**config.mk**
```make
export PLATFORM = sky130hd
export DESIGN_NAME = irb_lane
export DESIGN_NICKNAME = d
export VERILOG_FILES = /design/src/hw/rtl/irb_pkg.sv /design/src/hw/rtl/irb_div.sv /design/src/hw/rtl/irb_lane.sv
export SDC_FILE = /design/constraint.sdc
export NUM_CORES = 1
export LEC_CHECK = 0
export BUFFER_PORTS_ARGS = -buffer_cell sky130_fd_sc_hd__buf_2
export CORE_MARGIN = 5
export CORE_UTILIZATION = 35
export CTS_CLUSTER_SIZE = 14
export DETAILED_ROUTE_END_ITERATION = 7
export HOLD_SLACK_MARGIN = 0.1
export PLACE_DENSITY = 0.56
export SLEW_MARGIN = 5
export SYNTH_ARGS = -nofsm -noshare
export SYNTH_HDL_FRONTEND = slang
export SYNTH_HIERARCHICAL = 1
export SYNTH_SLANG_ARGS = --single-unit
```
**constraint.sdc**
```tcl
create_clock -name i_clk -period 18.7 [get_ports i_clk]
set_input_delay 3.74 -clock i_clk [delete_from_list [all_inputs] [get_ports i_clk]]
set_output_delay 3.74 -clock i_clk [all_outputs]
set_load 0.1 [all_outputs]
```
**src/hw/rtl/irb_pkg.sv**
```systemverilog
package irb_pkg;

    localparam int SENSORS_DEF = 16;
    localparam int W_BITS      = 24;
    localparam int XW          = 38;
    localparam int ZW          = 28;
    localparam int CORDIC_IT   = 16;

    localparam logic signed [ZW-1:0] FULL_TURN    = 28'sd23592960;
    localparam logic signed [ZW-1:0] HALF_TURN    = 28'sd11796480;
    localparam logic signed [ZW-1:0] QUARTER_TURN = 28'sd5898240;
    localparam longint FULL_TURN_L = 64'd23592960;

    localparam logic [2:0] CFG_ACTIVE_LOW = 3'd0;
    localparam logic [2:0] CFG_WINDOW     = 3'd1;
    localparam logic [2:0] CFG_SIGNALS    = 3'd2;
    localparam logic [2:0] CFG_GAIN0      = 3'd3;
    localparam logic [2:0] CFG_GAIN1      = 3'd4;
    localparam logic [2:0] CFG_GAIN2      = 3'd5;
    localparam logic [2:0] CFG_GAIN3      = 3'd6;

    typedef enum logic {
        CM_ROTATE,
        CM_VECTOR
    } t_cmode;

    function automatic logic signed [ZW-1:0] atan_of(input logic [3:0] idx);
        logic signed [ZW-1:0] v;
        case (idx)
            4'd0:    v = 28'sd2949120;
            4'd1:    v = 28'sd1740967;
            4'd2:    v = 28'sd919879;
            4'd3:    v = 28'sd466945;
            4'd4:    v = 28'sd234379;
            4'd5:    v = 28'sd117304;
            4'd6:    v = 28'sd58666;
            4'd7:    v = 28'sd29335;
            4'd8:    v = 28'sd14668;
            4'd9:    v = 28'sd7334;
            4'd10:   v = 28'sd3667;
            4'd11:   v = 28'sd1833;
            4'd12:   v = 28'sd917;
            4'd13:   v = 28'sd458;
            4'd14:   v = 28'sd229;
            default: v = 28'sd115;
        endcase
        return v;
    endfunction

endpackage

```
**src/hw/rtl/irb_div.sv**
```systemverilog
module irb_div #(
    parameter int DW = 40,
    parameter int VW = 16
) (
    input  logic          i_clk,
    input  logic          i_rst_n,
    input  logic          i_start,
    input  logic [DW-1:0] i_dividend,
    input  logic [VW-1:0] i_divisor,
    output logic          o_done,
    output logic [DW-1:0] o_quot
);

    localparam int CW = $clog2(DW);

    logic          r_busy;
    logic          r_done;
    logic [CW-1:0] r_cnt;
    logic [VW-1:0] r_rem;
    logic [VW-1:0] r_dvs;
    logic [DW-1:0] r_quo;
    logic [VW:0]   trial;
    logic          fits;

    assign trial = {r_rem, r_quo[DW-1]};
    assign fits  = trial >= {1'b0, r_dvs};

    always_ff @(posedge i_clk) begin
        if (!i_rst_n) begin
            r_busy <= 1'b0;
            r_done <= 1'b0;
        end else begin
            r_done <= 1'b0;
            if (i_start) begin
                r_busy <= 1'b1;
                r_cnt  <= '0;
                r_rem  <= '0;
                r_dvs  <= i_divisor;
                r_quo  <= i_dividend;
            end else if (r_busy) begin
                r_rem <= fits ? VW'(trial - {1'b0, r_dvs}) : trial[VW-1:0];
                r_quo <= {r_quo[DW-2:0], fits};
                r_cnt <= r_cnt + 1'b1;
                if (r_cnt == CW'(DW - 1)) begin
                    r_busy <= 1'b0;
                    r_done <= 1'b1;
                end
            end
        end
    end

    assign o_done = r_done;
    assign o_quot = r_quo;

endmodule

```
**src/hw/rtl/irb_lane.sv**
```systemverilog
module irb_lane (
    input  logic                        i_clk,
    input  logic                        i_rst_n,
    input  logic                        i_tick,
    input  logic                        i_level,
    input  logic                        i_start,
    input  logic [15:0]                 i_ticks,
    input  logic [15:0]                 i_gain,
    output logic [irb_pkg::W_BITS-1:0]  o_weight,
    output logic                        o_done
);

    logic [15:0] r_count;
    logic [31:0] r_prod;
    logic [15:0] r_dvs;
    logic        r_go;
    logic [39:0] quot;

    always_ff @(posedge i_clk) begin
        if (!i_rst_n) begin
            r_count <= '0;
            r_go    <= 1'b0;
        end else begin
            r_go <= 1'b0;
            if (i_start) begin
                r_prod  <= r_count * i_gain;
                r_dvs   <= i_ticks;
                r_count <= '0;
                r_go    <= 1'b1;
            end else if (i_tick && i_level && r_count != 16'hFFFF) begin
                r_count <= r_count + 1'b1;
            end
        end
    end

    irb_div #(.DW(40), .VW(16)) u_div (
        .i_clk      (i_clk),
        .i_rst_n    (i_rst_n),
        .i_start    (r_go),
        .i_dividend ({r_prod, 8'd0}),
        .i_divisor  (r_dvs),
        .o_done     (o_done),
        .o_quot     (quot)
    );

    // count never exceeds ticks, so the weight stays below 2^24
    assign o_weight = quot[irb_pkg::W_BITS-1:0];

endmodule

```
==> flow_summary.ini <==
[worst_hold_path]
worstHoldPathType = register to register

[routing]
via_per_inst = 4.82
firstDrtPassIters = 5
route.detailed.drc = 0
first_iter_violations = 597
vias = 10300
totalWireLength_um = 34800
ant_nets = 0
wire_per_inst_um = 16.3

[clock_network]
clkTransAtPathRegs_ns = 0.07
cts_resized = 0
clock-root-buffer = clkbuf_16
hold_buffers = 0
clock_latency_ns = 0.43
h-tree-depth = 4
cts_sinks = 145
cts.path.max_buffers = 2
cts_buffers = 17
post_cts_buffers = 0
cts_tree = yes

[floorplan]
dieHeight_um = 219
start_util_pct = 35.4
dieWidth_um = 219
dieArea_sq_um = 47900
fp.coreArea_sq_um = 43100
io-pin-count = 62
core.rowCount = 76

[global_routing]
gr-total-overflow = 0
grt_max_degree = 67
grt_use_total_pct = 15.2
antenna_found_initial = 1
first_global_vias = 11000
grt_pass1_wl_um = 58200

[cells_and_area]
diodes = 0
layout_common_cells = inv_1 (255), fa_1 (195), nand2_1 (183)
layout.nets = 1882
layout.area.seq_sq_um = 4170
area_growth_pct = 9.41
fillers = 4274
drive_above_1_share_pct = 11.0
mostFrequentLayoutCell = inv_1
multi_input_area_sq_um = 9860
finalNonFillerCells = 2126

[placement]
dp_hpwl_um = 26500
io_buffers = 61
dp_cells = 2094
gp_congestion = 0.842

[sta]
post-route-period-util_pct = 48.0
fin_tns_setup_ns = 0
slew_headroom_pct = 28.4
clock_skew_ns = 0.0153
grt_setup_unrepaired = no
setup_viol = 0
period_needed_ns = 8.97
timing.fmax_mhz = 111
hold_viol_final = 0
slew_viol_final = 0
tightest_slew_ns = 1.07
whs_ns = 0.418

[power]
seqPwrFrac_pct = 46.2
share_comb_of_total_power_pct = 11.2
pwr_density_cell_nw_per_um2 = 48.6
power.switching_mw = 0.214
p_int_mw = 0.598
p_clk_share_pct = 42.6
p_leak_nw = 7.58
ir_worst_vdd_v = 0.0000632
swShare_pct = 26.3

[worst_setup_path]
crit_type = input pin to register
cp.required_ns = 18.87
endpoint_kind = register
arrival_ns = 9.14
startpoint_type = input pin
worstPathMaxFanout = 16

[yosys]
synth_flop_cell = edfxtp_1
synth-edff-count = 126
yosys_warnings = 6
ys_types = 76
yosys.area.top_type = fa_1
netlist_area_sq_um = 15300
synth_area_leaders = fa_1 (26%), edfxtp_1 (25%), ha_1 (10%)
async_flop_share_pct = 0
yosysSeqAreaShare_pct = 27.3
ys_ff_latch = 145
yosysTopAreaCellShare_pct = 25.6
syn_inst = 1502
syn_area_per_cell_sq_um = 10.2

[job]
maxCapViolCount = 0

[status]
status = completed
power by group through the flow:
stage | Combinational (mW) | Sequential (mW) | Clock, mW
final | 0.0907 | 0.375 | 0.346
after global routing | 0.0994 | 0.376 | 0.373
after CTS | 0.0917 | 0.375 | 0.357
after detailed placement | 0.0913 | 0.382 | 0
after global placement | 0.0902 | 0.382 | 0
after floorplan | 0.0514 | 0.398 | 0
cell type report:
cell class / instances / area share, %
clock inverter: 15 / 1.03
tap: 585 / 4.38
sequential: 145 / 24.9
multi-input combinational: 1038 / 59.1
inverter: 255 / 5.73
timing repair buffer: 71 / 2.28
clock buffer: 17 / 2.55
worst max-delay path, cell delays in order:
cell      delay [ns]
buf_2           0.25
nand2_1         0.13
fa_1            0.55
fa_1            0.58
fa_1            0.45
fa_1            0.55
inv_1           0.06
fa_1            0.53
inv_1           0.05
fa_1            0.52
inv_1           0.04
ha_1            0.38
nand3_1         0.14
o211ai_2        0.13
nor4_1          0.37
a211oi_1        0.22
nor4b_1         0.35
a211oi_1        0.09
state kept, by name (all words and copies together) (netlist names):
| name | cells |
|---|---|
| r_go | 1 |
| r_count | 16 |
| r_dvs | 16 |
| u_div/r_rem | 16 |
| u_div/r_cnt | 6 |
| u_div/o_done | 1 |
| u_div/o_quot | 40 |
| u_div/r_dvs | 16 |
| u_div/r_busy | 1 |
| r_prod | 32 |
cell usage after synthesis, types with 15 or more instances:
cell type / count
xnor2_1: 34
inv_1: 255
nand2_1: 183
nand3_1: 22
dfxtp_1: 19
fa_1: 195
edfxtp_1: 126
nor2_1: 58
clkbuf_1: 59
o21ai_0: 21
and2_1: 124
a21oi_1: 43
ha_1: 122
mux2_2: 40
a21o_1: 15
xor2_1: 21
per-stage QoR:
step | setup slack (ns) | area [sq um] | util (%) | power (mW)
after floorplan | 9.66 | 15300 | - | 0.450
after global placement | 9.40 | 16100 | 37.4 | 0.472
after detailed placement | 9.29 | 16100 | 37.4 | 0.473
after CTS | 9.75 | 16700 | 38.8 | 0.824
after global routing | 9.38 | 16700 | 38.8 | 0.849
final | 9.73 | 16700 | 38.8 | 0.811
metal layers:
metal | up-vias | wire length [um] | global-route usage, %
li1 | 4874 | - | -
met4 | 2 | 500 | 3.60
met2 | 218 | 15700 | 24.0
met1 | 5121 | 17100 | 22.0
met3 | 37 | 1460 | 2.50
met5 | - | 13 | 0
worst paths after layout:
check	startpoint	slack [ns]	cells after the start	endpoint
hold / removal	r_dvs[12]	0.42	0	u_div/r_dvs[12]
setup / recovery	i_gain[1]	9.73	18	r_prod[30]
hold reg to reg	r_dvs[12]	0.42	0	u_div/r_dvs[12]
setup reg to reg	r_count[10]	12.28	17	r_prod[30]
cell families (layout without fill, tap and decap cells):
kind of cell,after synthesis,count (layout),share of synthesized area [%]
other cells,1,8,0.0246
buf+inv,326,358,8.26
simple gates,450,450,14.6
xor+xnor,55,55,3.16
flops,145,145,27.3
fa+ha+maj,317,317,35.6
mux,49,49,3.54
compound gates,159,159,7.51
No activity file was read; power rests on OpenSTA's default activity.
